### src/rtl/hse_pkg.sv
// Shared constants, payload types and state encodings of the heap sort engine.
package hse_pkg;

    localparam int CAPACITY = 1024;
    localparam int ADDR_W   = $clog2(CAPACITY);
    localparam int CNT_W    = $clog2(CAPACITY + 1);
    localparam int CHILD_W  = ADDR_W + 2;
    localparam int DATA_W   = 32;
    localparam int LOADED_W = 11;

    typedef enum logic [1:0] {
        ST_OK    = 2'd0,
        ST_FULL  = 2'd1,
        ST_EMPTY = 2'd2
    } t_status;

    typedef enum logic {
        OP_LOAD  = 1'b0,
        OP_FETCH = 1'b1
    } t_op;

    typedef struct packed {
        t_op                       op;
        logic signed [DATA_W-1:0]  value;
    } t_cmd;

    typedef struct packed {
        logic signed [DATA_W-1:0]  sorted_value;
        t_status                   status;
        logic                      last;
        logic [LOADED_W-1:0]       loaded_count;
    } t_result;

    typedef struct packed {
        logic              we;
        logic [ADDR_W-1:0] waddr;
        logic [DATA_W-1:0] wdata;
        logic [ADDR_W-1:0] raddr_a;
        logic [ADDR_W-1:0] raddr_b;
    } t_mem_req;

    typedef enum logic [2:0] {
        SS_IDLE,
        SS_B_RD,
        SS_B_LD,
        SS_RD,
        SS_CMP,
        SS_X_RD,
        SS_X_SWAP,
        SS_NEXT
    } t_sort_state;

    typedef enum logic [1:0] {
        TS_IDLE,
        TS_SORT,
        TS_FETCH,
        TS_FETCH_OUT
    } t_top_state;

endpackage

### src/rtl/hse_sorter.sv
// Heapsort sequencer: builds a max-heap in the element RAM, then extracts it in place.
module hse_sorter (
    input  logic                      i_clk,
    input  logic                      i_rst_n,
    input  logic                      i_start,
    input  logic [hse_pkg::CNT_W-1:0] i_count,
    input  logic [hse_pkg::DATA_W-1:0] i_rd_a,
    input  logic [hse_pkg::DATA_W-1:0] i_rd_b,
    output hse_pkg::t_mem_req         o_mem,
    output logic                      o_done
);
    import hse_pkg::*;

    t_sort_state              r_state, n_state;
    logic                     r_extract, n_extract;
    logic [CNT_W-1:0]         r_n, n_n;
    logic [CNT_W-1:0]         r_k, n_k;
    logic [ADDR_W-1:0]        r_node, n_node;
    logic [CNT_W-1:0]         r_size, n_size;
    logic signed [DATA_W-1:0] r_v, n_v;
    logic                     r_done, n_done;

    logic [CHILD_W-1:0]       lc, rc, size_ext;
    logic [CNT_W-1:0]         k_dec, n_dec;
    logic signed [DATA_W-1:0] rd_a_s, rd_b_s, big_val;
    logic                     left_bigger, take_right, rc_ok;

    // The sift carries the moving value in r_v and leaves a hole at r_node;
    // the value is written only where the sift stops.
    assign lc          = (CHILD_W'(r_node) << 1) + CHILD_W'(1);
    assign rc          = lc + CHILD_W'(1);
    assign size_ext    = CHILD_W'(r_size);
    assign rc_ok       = rc < size_ext;
    assign k_dec       = r_k - CNT_W'(1);
    assign n_dec       = r_n - CNT_W'(1);
    assign rd_a_s      = $signed(i_rd_a);
    assign rd_b_s      = $signed(i_rd_b);
    assign left_bigger = rd_a_s > r_v;
    assign big_val     = left_bigger ? rd_a_s : r_v;
    assign take_right  = rc_ok && (rd_b_s > big_val);

    always_comb begin
        n_state = r_state;
        unique case (r_state)
            SS_IDLE: begin
                if (i_start && (i_count >= CNT_W'(2))) begin
                    n_state = SS_B_RD;
                end
            end
            SS_B_RD:   n_state = SS_B_LD;
            SS_B_LD:   n_state = SS_RD;
            SS_RD: begin
                if (lc >= size_ext) begin
                    n_state = SS_NEXT;
                end else begin
                    n_state = SS_CMP;
                end
            end
            SS_CMP: begin
                if (take_right || left_bigger) begin
                    n_state = SS_RD;
                end else begin
                    n_state = SS_NEXT;
                end
            end
            SS_X_RD:   n_state = SS_X_SWAP;
            SS_X_SWAP: n_state = SS_RD;
            SS_NEXT: begin
                if (k_dec != '0) begin
                    n_state = r_extract ? SS_X_RD : SS_B_RD;
                end else if (!r_extract) begin
                    n_state = SS_X_RD;
                end else begin
                    n_state = SS_IDLE;
                end
            end
            default:   n_state = SS_IDLE;
        endcase
    end

    always_comb begin
        n_extract     = r_extract;
        n_n           = r_n;
        n_k           = r_k;
        n_node        = r_node;
        n_size        = r_size;
        n_v           = r_v;
        n_done        = 1'b0;
        o_mem.we      = 1'b0;
        o_mem.waddr   = r_node;
        o_mem.wdata   = r_v;
        o_mem.raddr_a = lc[ADDR_W-1:0];
        o_mem.raddr_b = rc[ADDR_W-1:0];
        unique case (r_state)
            SS_IDLE: begin
                if (i_start) begin
                    n_n       = i_count;
                    n_k       = i_count >> 1;
                    n_extract = 1'b0;
                    n_done    = i_count < CNT_W'(2);
                end
            end
            SS_B_RD: begin
                o_mem.raddr_a = k_dec[ADDR_W-1:0];
            end
            SS_B_LD: begin
                n_v    = rd_a_s;
                n_node = k_dec[ADDR_W-1:0];
                n_size = r_n;
            end
            SS_RD: begin
                if (lc >= size_ext) begin
                    o_mem.we = 1'b1;
                end
            end
            SS_CMP: begin
                o_mem.we = 1'b1;
                if (take_right) begin
                    o_mem.wdata = rd_b_s;
                    n_node      = rc[ADDR_W-1:0];
                end else if (left_bigger) begin
                    o_mem.wdata = rd_a_s;
                    n_node      = lc[ADDR_W-1:0];
                end
            end
            SS_X_RD: begin
                o_mem.raddr_a = '0;
                o_mem.raddr_b = r_k[ADDR_W-1:0];
            end
            SS_X_SWAP: begin
                // The old root goes to the last heap slot; the old last value sifts from the root.
                o_mem.we    = 1'b1;
                o_mem.waddr = r_k[ADDR_W-1:0];
                o_mem.wdata = rd_a_s;
                n_v         = rd_b_s;
                n_node      = '0;
                n_size      = r_k;
            end
            SS_NEXT: begin
                if (k_dec != '0) begin
                    n_k = k_dec;
                end else if (!r_extract) begin
                    n_extract = 1'b1;
                    n_k       = n_dec;
                end else begin
                    n_done = 1'b1;
                end
            end
            default: begin
                n_done = 1'b0;
            end
        endcase
    end

    always_ff @(posedge i_clk) begin
        if (!i_rst_n) begin
            r_state <= SS_IDLE;
            r_done  <= 1'b0;
        end else begin
            r_state <= n_state;
            r_done  <= n_done;
        end
        r_extract <= n_extract;
        r_n       <= n_n;
        r_k       <= n_k;
        r_node    <= n_node;
        r_size    <= n_size;
        r_v       <= n_v;
    end

    assign o_done = r_done;

endmodule

### config.mk
export PLATFORM = sky130hd
export DESIGN_NAME = hse_sorter
export DESIGN_NICKNAME = d
export VERILOG_FILES = /design/src/rtl/hse_pkg.sv /design/src/rtl/hse_sorter.sv
export SDC_FILE = /design/constraint.sdc
export NUM_CORES = 1
export LEC_CHECK = 0
export BUFFER_PORTS_ARGS = -buffer_cell sky130_fd_sc_hd__buf_2
export CAP_MARGIN = 20
export CELL_PAD_IN_SITES_DETAIL_PLACEMENT = 1
export CELL_PAD_IN_SITES_GLOBAL_PLACEMENT = 1
export CORE_MARGIN = 2
export CORE_UTILIZATION = 43
export DETAILED_ROUTE_END_ITERATION = 10
export GPL_TIMING_DRIVEN = 0
export PLACE_DENSITY_LB_ADDON = 0.1
export SLEW_MARGIN = 20
export SYNTH_ARGS = -nofsm -noshare
export SYNTH_HDL_FRONTEND = slang
export SYNTH_SLANG_ARGS = --single-unit
export TNS_END_PERCENT = 100
### constraint.sdc
create_clock -name i_clk -period 8.4 [get_ports i_clk]
set_input_delay 1.68 -clock i_clk [delete_from_list [all_inputs] [get_ports i_clk]]
set_output_delay 1.68 -clock i_clk [all_outputs]
set_load 0.01 [all_outputs]
# Word level (Yosys, flattened, before mapping)

Cells that the tools add are included.

Register bits: 80
Bits of input ports: 78
Output and inout port bits: 64

$add $sub $neg: 4
$lt $le $gt $ge: 6
Equality and inequality tests: 12
Multiplexer cells: 31
Reductions and logical operators: 14

Operator list:

| operator                                                                              | number |
|---|---|
| 32-bit one-hot mux with 2 select lines                                                | 2 |
| 32-bit > comparator                                                                   | 2 |
| 32-bit 2-to-1 mux                                                                     | 2 |
| 11-bit one-hot mux with 2 select lines                                                | 2 |
| 10-bit 2-to-1 mux                                                                     | 4 |
| 11-bit 2-to-1 mux                                                                     | 3 |
| 10-bit one-hot mux with 3 select lines                                                | 1 |
| 11-bit by 1-bit subtractor with 11-bit output (second input constant)                 | 2 |
| 3-bit one-hot mux with 7 select lines                                                 | 1 |
| 10-bit one-hot mux with 2 select lines                                                | 1 |
| 3-bit 2-to-1 mux                                                                      | 5 |
| 11-bit by 1-bit adder with 12-bit output (second input constant)                      | 1 |
| 12-bit by 1-bit adder with 12-bit output (second input constant)                      | 1 |
| 3-bit equality test (second input constant)                                           | 4 |
| 12-bit by 11-bit greater-or-equal comparator with 1-bit output                        | 1 |
| 12-bit by 11-bit < comparator with 1-bit output                                       | 1 |
| 11-bit by 2-bit greater-or-equal comparator with 1-bit output (second input constant) | 1 |
| 11-bit by 2-bit < comparator with 1-bit output (second input constant)                | 1 |
| 11-bit nonzero test                                                                   | 1 |
| 3-bit by 2-bit equality test with 1-bit output (second input constant)                | 2 |
| 1-bit 2-to-1 mux                                                                      | 6 |
| 2-bit inequality test (second input constant)                                         | 3 |
| 3-bit inequality test (second input constant)                                         | 2 |
| 1-bit one-hot mux with 2 select lines                                                 | 3 |
| other kinds (10)                                                                      | 15 |

# Longest topological paths before layout

Gate-level depths: netlist (run 1).

Word-level depth: 7
Depth in mapped cells: 20
Gate-level depth less buffers: 18

# Least setup slack after synthesis (run 1)

Ideal clock, no wire load.

Path type: input to output
Start point: in i_rd_a[7] (netlist bit)
End point: out o_mem[44] (netlist bit)
Arrival: 5630 ps
Required time: 6720 ps
Path slack: 1090 ps
Cell stages on the path: 18
Path buffers: 2
Cell sequence: ha_1 > a21oi_1 > o21ai_0 > a221oi_1 > o211ai_1 > a21oi_2 > mux2i_4 > buf_6 > mux2i_1 > ha_1 > a21o_1 > a2111oi_0 > o21ai_0 > or3_1 > nand4_1 > buf_2 > nor2_1 > a311oi_1

RTL lines:

| item               | line            | RTL |
|---|---|---|
| start: declaration | hse_sorter.sv:7 | `input logic [hse_pkg::DATA_W-1:0] i_rd_a,` |
| end: declaration   | hse_sorter.sv:9 | `output hse_pkg::t_mem_req o_mem,` |

==> impl_metrics.yaml, run 1 <==
worst_hold_path:
  hp-class: "flip-flop to flip-flop"
synth:
  synth-simple-area-share_pct: 18.4
  ys_seq_area_share_pct: 30.5
  synth-compound-area-share_pct: 20.2
  synth_cell_types: 51
  yosysTopAreaCell: "edfxtp_1"
  async_flop_share_pct: 0
  netlist_area_um2: 7750
  synthAdderAreaFrac_pct: 14.4
  yosys-top-cells-area: "edfxtp_1 29%, ha_1 14%, nand2_1 6.7%"
  synth_top_area_share_pct: 29.5
  ys_warn_count: 0
  synth-xor-area-share_pct: 3.28
  ys_ff_latch: 80
  synth_flop_cell: "edfxtp_1"
  synth_top_family_by_area: "compound AO/OA/AOI/OAI gates"
  synthCells: 931
  synth_mux_area_share_pct: 6.15
  syn_nets: 1098
  syn_area_per_cell_um2: 8.32
  synth_edf_count: 76
placed_design:
  io_buffers: 141
  dp_hpwl_um: 22100
  gp_congestion: 0.887
  place_ws_ps: -377
cells_and_area:
  nFillCells: 2242
  final_nets: 1259
  final_util_pct: 51.9
  antennaDiodeCount: 0
  area_growth_pct: 19.6
  drive_gt1_share_pct: 21.1
critical_path:
  worst_setup_path_end_kind: "output port"
  cp.arrival_ps: 6620
  worstPathMaxFanout: 10
  worstSetupPathType: "primary input to output port"
  cp-start-kind: "primary input"
  r2r_setup_slack_ps: 2660
  required_ps: 6720
pwr:
  p_total_mw: 1.52
  p_leak_nw: 4.07
  p_per_area_nw_per_um2: 164
  ir_worst_vdd_uv: 107
die:
  die_w_um: 138
  design.core.area_um2: 17800
  die-area_um2: 19100
  rows: 49
  io_pins: 142
  initial_utilization_pct: 43.4
  die_h_um: 138
drt:
  drt_first_pass_iters: 4
  wl_per_cell_um: 21.2
  vias: 7697
  wl_um: 28100
  ant_nets: 0
  viasPerCell: 5.80
  drcViolationCount: 0
  dr.first_iter.drc_count: 481
clock_tree:
  cts.path.max_buffers: 2
  ctsHoldBuffers: 0
  clk_pin_slew_ps: 70
  cts_tree: "built"
  cts_root_buf: "clkbuf_16"
  numCtsBuffers: 9
  insertion_delay_ps: 360
  clock-sinks: 80
  htree_levels: 3
timing:
  worst_pin_slew_ps: 949
  fmax_mhz: 121
  hold_violations: 0
  skew_ps: 9.94
  fin_crit_sh_pct: 98.8
  setup_viol: 0
  slew_violations: 0
  slew-limit-headroom_pct: 36.8
  rsz0062_at_grt: "yes"
  timing.setup.tns_ps: 0
  whs_ps: 621
  worst_slack_ps: 104
  period_needed_ps: 8300
flow_run:
  cap_violations: 0
grt:
  grt_pass1_wl_um: 43600
  grt_start_max_net_pins: 18
  track_usage_pct: 28.8
  grt_pass1_vias: 7930
  antenna_found_initial: 0
  grt_overflow_total: 0
status:
  outcome: "finished clean"
worst max-delay path, cell delays in order:
cell	delay (ps)
buf_2	120
ha_1	320
a21oi_1	160
o21ai_0	170
a221oi_1	330
o211ai_1	180
a21oi_2	220
mux2i_4	280
buf_12	150
buf_6	180
mux2i_2	320
ha_1	190
nand4_1	160
or3_1	430
a21o_1	180
a31oi_2	260
or3_4	210
nand3_2	190
buf_4	290
a311oi_1	380
buf_2	200
cells in the final DEF, fill, tap and decap left out, types with 4 or more instances in the layout:
cell,netlist,final
a21oi_1,87,87
xor2_1,9,9
clkbuf_1,35,34
a21o_1,4,4
mux2i_2,0,4
mux2_2,11,11
a311oi_2,20,21
nor4_1,7,7
clkbuf_16,0,9
nand3b_1,9,9
o21ai_0,70,69
or3_1,6,5
o31ai_1,5,5
a31oi_1,11,10
mux2i_1,33,28
buf_2,9,147
edfxtp_1,76,76
dfxtp_1,4,4
nor2b_1,8,7
nand3_1,26,26
buf_4,1,9
o211ai_1,9,9
nand2_1,138,138
buf_1,5,5
nor3_1,14,14
xnor2_1,20,20
ha_1,89,89
nor2_1,68,68
o21a_1,6,6
nand4_1,20,20
a311oi_1,11,9
or4_1,4,4
inv_1,84,84
metal layers:
| metal | wire length (um) | vias up | global-route usage [%] |
|---|---|---|---|
| met3 | 1150 | 47 | 3.08 |
| met2 | 13800 | 212 | 50.7 |
| li1 | - | 3684 | - |
| met5 | 0 | - | 0 |
| met1 | 12400 | 3754 | 37.2 |
| met4 | 745 | 0 | 8.97 |
synth_stat cells, drive strengths merged (3+ instances only):
cell and instances:
mux2i 34, nand3b 9, nand4 20, dfxtp 4, o21ai 70, or3 6
xnor2 20, clkbuf 35, o211ai 9, nor3 14, or4 4, a311oi 31
nor2 68, nand2b 3, or2 3, a211oi 4, buf 18, a21o 4
nand2 138, a21oi 88, nand3 27, o31ai 5, nor2b 8, xor2 9
ha 89, inv 84, nor4 7, mux2 11, o21a 6, edfxtp 76
a31oi 11
per-stage QoR:
stage / std cells / area, um2
floorplan: 931 / 7750
global placement: 1301 / 8740
detailed placement: 1303 / 8800
CTS: 1321 / 9140
global route: 1326 / 9270
finish: 1326 / 9270
kinds of logic (layout without fill, tap and decap cells):
kind of cell / count (synthesis) / count (layout)
adder cells (fa/ha/maj): 89 / 89
buffers and inverters: 137 / 303
flip-flops: 80 / 80
AND/OR/NAND/NOR: 313 / 313
multiplexers: 45 / 45
XOR/XNOR: 29 / 29
AO/OA/AOI/OAI: 238 / 238
cell type report:
type / instances / area, um2 / area share [%]
clock inverter: 5 / 41.3 / 0.446
timing repair buffer: 150 / 823 / 8.89
buffer: 53 / 270 / 2.92
clock buffer: 11 / 253 / 2.73
inverter: 84 / 315 / 3.40
tap: 229 / 287 / 3.09
sequential: 80 / 2360 / 25.5
multi-input combinational: 714 / 4910 / 53.0
what timing repair did:
| item | CTS | global route |
|---|---|---|
| pin swaps | 0 | 3 |
| hold endpoints to repair | 0 | 0 |
| endpoints found under the setup margin | 31 | 32 |
| cloned | 0 | 1 |
| resized for setup | 9 | 21 |
| buffers inserted | 2 | 4 |
sequential cells by signal, summed over array words and instances, names as in the netlist:
register and cells:
o_done 1, r_extract 1, r_k 11, r_n 11, r_node 10, r_size 11, r_state 3, r_v 32
report_power, final:
group / switching (mW) / internal [mW]
registers: 0.0317 / 0.486
clock network: 0.186 / 0.219
logic: 0.363 / 0.234
path summary, 6_finish.rpt:
kind,cells past startpoint,startpoint,endpoint
worst max-delay path,21,i_rd_a[7],o_mem[21]
worst min-delay path,2,r_k[10]$_SDFFCE_PN0P_,r_size[10]$_DFFE_PP_
worst min register to register,2,r_k[10]$_SDFFCE_PN0P_,r_size[10]$_DFFE_PP_
worst max register to register,21,r_v[7]$_DFFE_PP_,r_node[2]$_DFFE_PP_
No activity file was read; power rests on OpenSTA's default activity.
==> run 2, diff against run 1 <==
REMOVE_ABC_BUFFERS = 1   (was not set)
==> run 2 against run 1 <==
Final cell count down 2.3%; first-iteration DRC count fell by 10%; clock skew fell by 2.4 ps; critical path depth is 2 higher; power increased by 3.2%; utilization up 0.64 points; sequential cell count unchanged; global-route usage down 1.6 points; fmax down 0.36%; cell area increased by 1.2%; sequential power rose by 3%; critical endpoint is now o_mem[51]; highest routed layer unchanged.
==> impl_metrics.yaml, run 2 (synthesis gave the netlist of run 1 again) <==
placed_design:
  gp_congestion: 0.814
  place_inst: 1259
  placed_area_um2: 8780
  io_buffers: 141
  place_ws_ps: -944
  dp_hpwl_um: 19400
grt:
  grt_pass1_vias: 7591
  grt_start_max_net_pins: 71
  track_usage_pct: 27.2
  grt_pass1_wl_um: 41700
  antenna_found_initial: 1
  grt_overflow_total: 0
timing:
  hold_violations: 0
  timing.setup.tns_ps: 0
  period_needed_ps: 8330
  slew-limit-headroom_pct: 36.1
  fin_crit_sh_pct: 99.1
  slew_violations: 0
  worst_pin_slew_ps: 955
  setup_viol: 0
  fmax_mhz: 120
  skew_ps: 7.58
  worst_slack_ps: 73.5
clock_tree:
  clk_pin_slew_ps: 70
  insertion_delay_ps: 360
  ctsHoldBuffers: 0
  numCtsBuffers: 9
  htree_levels: 3
  cts.path.max_buffers: 2
  cts_tree: "built"
  cts_root_buf: "clkbuf_16"
  clock-sinks: 80
critical_path:
  worstReg2RegStart: "r_v[21]$_DFFE_PP_"
  r2r_cells: 21
  required_ps: 6720
  worst_setup_path_end_kind: "output port"
  r2r-end: "r_node[3]$_DFFE_PP_"
  worstSetupPathType: "primary input to output port"
  r2r_setup_slack_ps: 2600
  worstPathMaxFanout: 11
  cp.arrival_ps: 6650
  cp-start-kind: "primary input"
cells_and_area:
  stdcell_count: 1295
  drive_gt1_share_pct: 23.4
  final_common_cell: "buf_2"
  final_nets: 1227
  largest_register_ff_count: 32
  largest-register: "r_v"
  layout_common_cells: "141 x buf_2, 138 x nand2_1, 89 x ha_1, 86 x a21oi_1, 84 x inv_1"
  nFillCells: 2175
  area_growth_pct: 21.1
  finalInstanceArea_um2: 9380
die:
  die_w_um: 138
  die_h_um: 138
  io_pins: 142
  die-area_um2: 19100
  design.core.area_um2: 17800
  rows: 49
  initial_utilization_pct: 43.4
drt:
  drcViolationCount: 0
  ant_nets: 0
  drt_first_pass_iters: 5
  vias: 7582
  wl_per_cell_um: 20.7
  wl_um: 26800
  viasPerCell: 5.85
  dr.first_iter.drc_count: 431
flow_run:
  cap_violations: 0
worst_hold_path:
  whs_endpoint: "r_size[10]$_DFFE_PP_"
  hold_depth: 2
  hp-class: "flip-flop to flip-flop"
  min_from: "r_k[10]$_SDFFCE_PN0P_"
pwr:
  p_total_mw: 1.57
  p_per_area_nw_per_um2: 167
  p_leak_nw: 4.12
  ir_worst_vdd_uv: 127
status:
  outcome: "finished clean"
-- run 2: final cells by class --
cell class / instances / area (um2) / area share (%)
antenna: 1 / 2.50 / 0.0267
clock buffer: 9 / 225 / 2.40
clock inverter: 7 / 80.1 / 0.854
inverter: 84 / 315 / 3.36
multi-input combinational: 716 / 5020 / 53.6
sequential: 80 / 2360 / 25.2
tap: 229 / 287 / 3.05
timing repair buffer: 169 / 1080 / 11.5
-- run 2: metrics by stage --
stage                     hold slack, ps  util, %
after floorplan                      533        -
after global placement               553     47.7
after CTS                            596     51.3
after detailed placement             577     49.2
final                                598     52.6
after global routing                 633     52.6
-- run 2: layer usage --
metal	up-vias	part of all wire [%]	GRT usage, %
li1	3638	-	-
met1	3724	45	35.8
met2	193	50	47.5
met3	27	3.4	2.98
met4	0	1.5	7.57
met5	-	0	0
-- run 2: where the power goes --
part | internal [mW] | switching [mW] | total (mW) | leakage (nW)
Clock | 0.235 | 0.194 | 0.429 | 0.148
Combinational | 0.245 | 0.362 | 0.607 | 3.23
Sequential | 0.487 | 0.0455 | 0.532 | 0.741
Total | 0.966 | 0.602 | 1.57 | 4.12
-- run 2: worst max path at each step --
stage	end	startpoint	slack [ps]
2_1_floorplan	o_mem[20]	i_rd_a[7]	40
3_5_place_dp	o_mem[21]	i_rd_a[21]	-940
5_1_grt	o_mem[51]	i_rd_a[5]	-50
6_report	o_mem[51]	i_rd_a[5]	70
3_3_place_gp	o_mem[20]	r_state[2]$_SDFFE_PN0P_	-2720
4_1_cts	o_mem[38]	i_rd_a[7]	5
-- run 2: repair_timing --
| item | 4_1_cts | 5_1_grt |
|---|---|---|
| gates cloned | 2 | 0 |
| pin swaps | 2 | 8 |
| buffers inserted | 2 | 15 |
| resized for setup | 11 | 19 |
| setup endpoints to repair | 32 | 32 |
-- run 2: worst max-delay path, cell delays in order --
cell and delay (ps):
buf_2 120, ha_1 310, a21oi_1 150, o21ai_0 120
a221oi_2 320, o211ai_1 160, a21oi_2 220, mux2i_4 300
clkbuf_16 210, buf_4 110, mux2i_1 280, ha_1 330
a21oi_1 150, o21ai_0 170, a21oi_2 240, a31oi_4 140
or3_4 420, nand4_1 190, buf_4 140, buf_4 160
nor2_1 50, a311oi_1 440, buf_2 220
==> run 3, diff against run 2 <==
CTS_BUF_LIST = sky130_fd_sc_hd__clkbuf_16   (was not set)
clock period = 8.53 ns   (was 8.4 ns; I/O delays follow)
==> run 3 against run 2 <==
Cell area decreased by 1.7%; final cell count decreased by 1.2%; via count decreased by 1.0%; first-iteration DRC count increased by 8.8%; setup slack improved by 58 ps; critical path type unchanged.
==> impl_metrics.yaml, run 3 (synthesis gave the netlist of run 1 again) <==
timing:
  whs_ps: 597
  worst_slack_ps: 132
  worst_pin_slew_ps: 962
  hold_violations: 0
  skew_ps: 8.32
  fin_crit_sh_pct: 98.5
  slew_violations: 0
  period_needed_ps: 8400
  slew-limit-headroom_pct: 35.6
  setup_viol: 0
  fmax_mhz: 119
grt:
  grt_start_max_net_pins: 71
  grt_overflow_total: 0
  antenna_found_initial: 1
  track_usage_pct: 27.2
  grt_pass1_vias: 7589
  grt_pass1_wl_um: 41700
pwr:
  p_per_area_nw_per_um2: 165
  ir_worst_vdd_uv: 126
  p_leak_nw: 4.04
critical_path:
  worstReg2RegStart: "r_v[21]$_DFFE_PP_"
  cp-start-kind: "primary input"
  worstSetupPathType: "primary input to output port"
  cp.arrival_ps: 6690
  required_ps: 6820
  cp-startpoint: "i_rd_a[21]"
  r2r_cells: 20
  cp_slowest_stage_delay_ps: 470
  worst_setup_path_end_kind: "output port"
  r2r_setup_slack_ps: 2650
  slowest_stage: "or3_4"
  worstPathMaxFanout: 25
  crit_chain: "buf_2 > ha_1 > a21oi_1 > o21ai_2 > a211oi_2 > o211ai_1 > a21oi_2 > mux2i_4 > buf_16 > buf_8 > mux2i_4 > ha_1 > a21o_1 > nand3_1 > o211ai_1 > a21o_1 > or3_4 > nand4_1 > buf_8 > nor2_1 > a311oi_1 > buf_2"
cells_and_area:
  area_growth_pct: 19.0
  layout_common_cells: "141 x buf_2, 138 x nand2_1, 89 x ha_1, 87 x a21oi_1, 84 x inv_1"
  final_common_cell: "buf_2"
  final_nets: 1212
  largest_register_ff_count: 32
  stdcell_count: 1280
  drive_gt1_share_pct: 21.8
  largest-register: "r_v"
  finalInstanceArea_um2: 9220
status:
  outcome: "finished clean"
clock_tree:
  clk_pin_slew_ps: 70
  clock-sinks: 80
  numCtsBuffers: 9
  insertion_delay_ps: 360
  cts_tree: "built"
  cts.path.max_buffers: 2
  cts_root_buf: "clkbuf_16"
  htree_levels: 3
worst_hold_path:
  min_from: "r_k[10]$_SDFFCE_PN0P_"
  hold_depth: 2
  hp-class: "flip-flop to flip-flop"
drt:
  viasPerCell: 5.86
  wl_um: 26500
  drcViolationCount: 0
  wl_per_cell_um: 20.7
  vias: 7505
  ant_nets: 0
  dr.first_iter.drc_count: 469
  drt_first_pass_iters: 5
placed_design:
  place_inst: 1259
  dp_hpwl_um: 19400
  gp_congestion: 0.814
  io_buffers: 141
  placed_area_um2: 8780
  place_ws_ps: -866
die:
  io_pins: 142
  design.core.area_um2: 17800
  die-area_um2: 19100
  die_w_um: 138
  initial_utilization_pct: 43.4
  rows: 49
  die_h_um: 138
flow_run:
  cap_violations: 0
run 3: cell types whose count changed in the layout (fill, tap and decap cells not counted), sizes merged:
cell,delta
buf,-14
clkbuf,-1
run 3: critical path: cells and delay by family:
family	cells	cell delay, ps
fa+ha+maj	2	600
simple gates	4	810
compound gates	9	1950
buf+inv	5	960
mux	2	600
run 3: routing by layer:
layer  up-vias  global-route usage, %  wire length (um)
met2       190                   47.6             13100
met5         -                      0                 0
met1      3680                   35.6             12100
met4         0                   7.79               372
met3        29                   2.98               877
li1       3606                      -                 -
run 3: power breakdown:
| group | switching (mW) | total, mW | internal (mW) |
|---|---|---|---|
| logic | 0.348 | 0.572 | 0.224 |
| registers | 0.0446 | 0.524 | 0.479 |
| clock network | 0.191 | 0.422 | 0.231 |
run 3: timing repair:
action | in CTS | in global routing
pin swaps | 2 | 4
setup buffers | 2 | 1
gates cloned | 2 | 0
hold buffers | 0 | 0
resized for setup | 7 | 13
endpoints found under the setup margin | 32 | 31
run 3: layout make-up:
cell class	instances	area [um2]
clock buffer	9	225
clock inverter	7	80.1
antenna	1	2.50
inverter	84	315
timing repair buffer	154	960
tap	229	287
multi-input combinational	716	4990
fill	2164	8620
sequential	80	2360
run 3: worst paths after layout:
kind                               end
hold / removal    r_size[10]$_DFFE_PP_
hold reg to reg   r_size[10]$_DFFE_PP_
setup reg to reg   r_node[3]$_DFFE_PP_
setup / recovery             o_mem[22]
run 3: through the flow:
step | setup TNS [ps] | total power, mW | utilization [%]
finish | 0 | 1.52 | 51.7
global route | -39.9 | 1.60 | 51.7
CTS | 0 | 1.51 | 51.2
detailed placement | -22680 | 1.07 | 49.2
global placement | -98690 | 1.04 | 47.7
floorplan | 0 | 0.849 | -
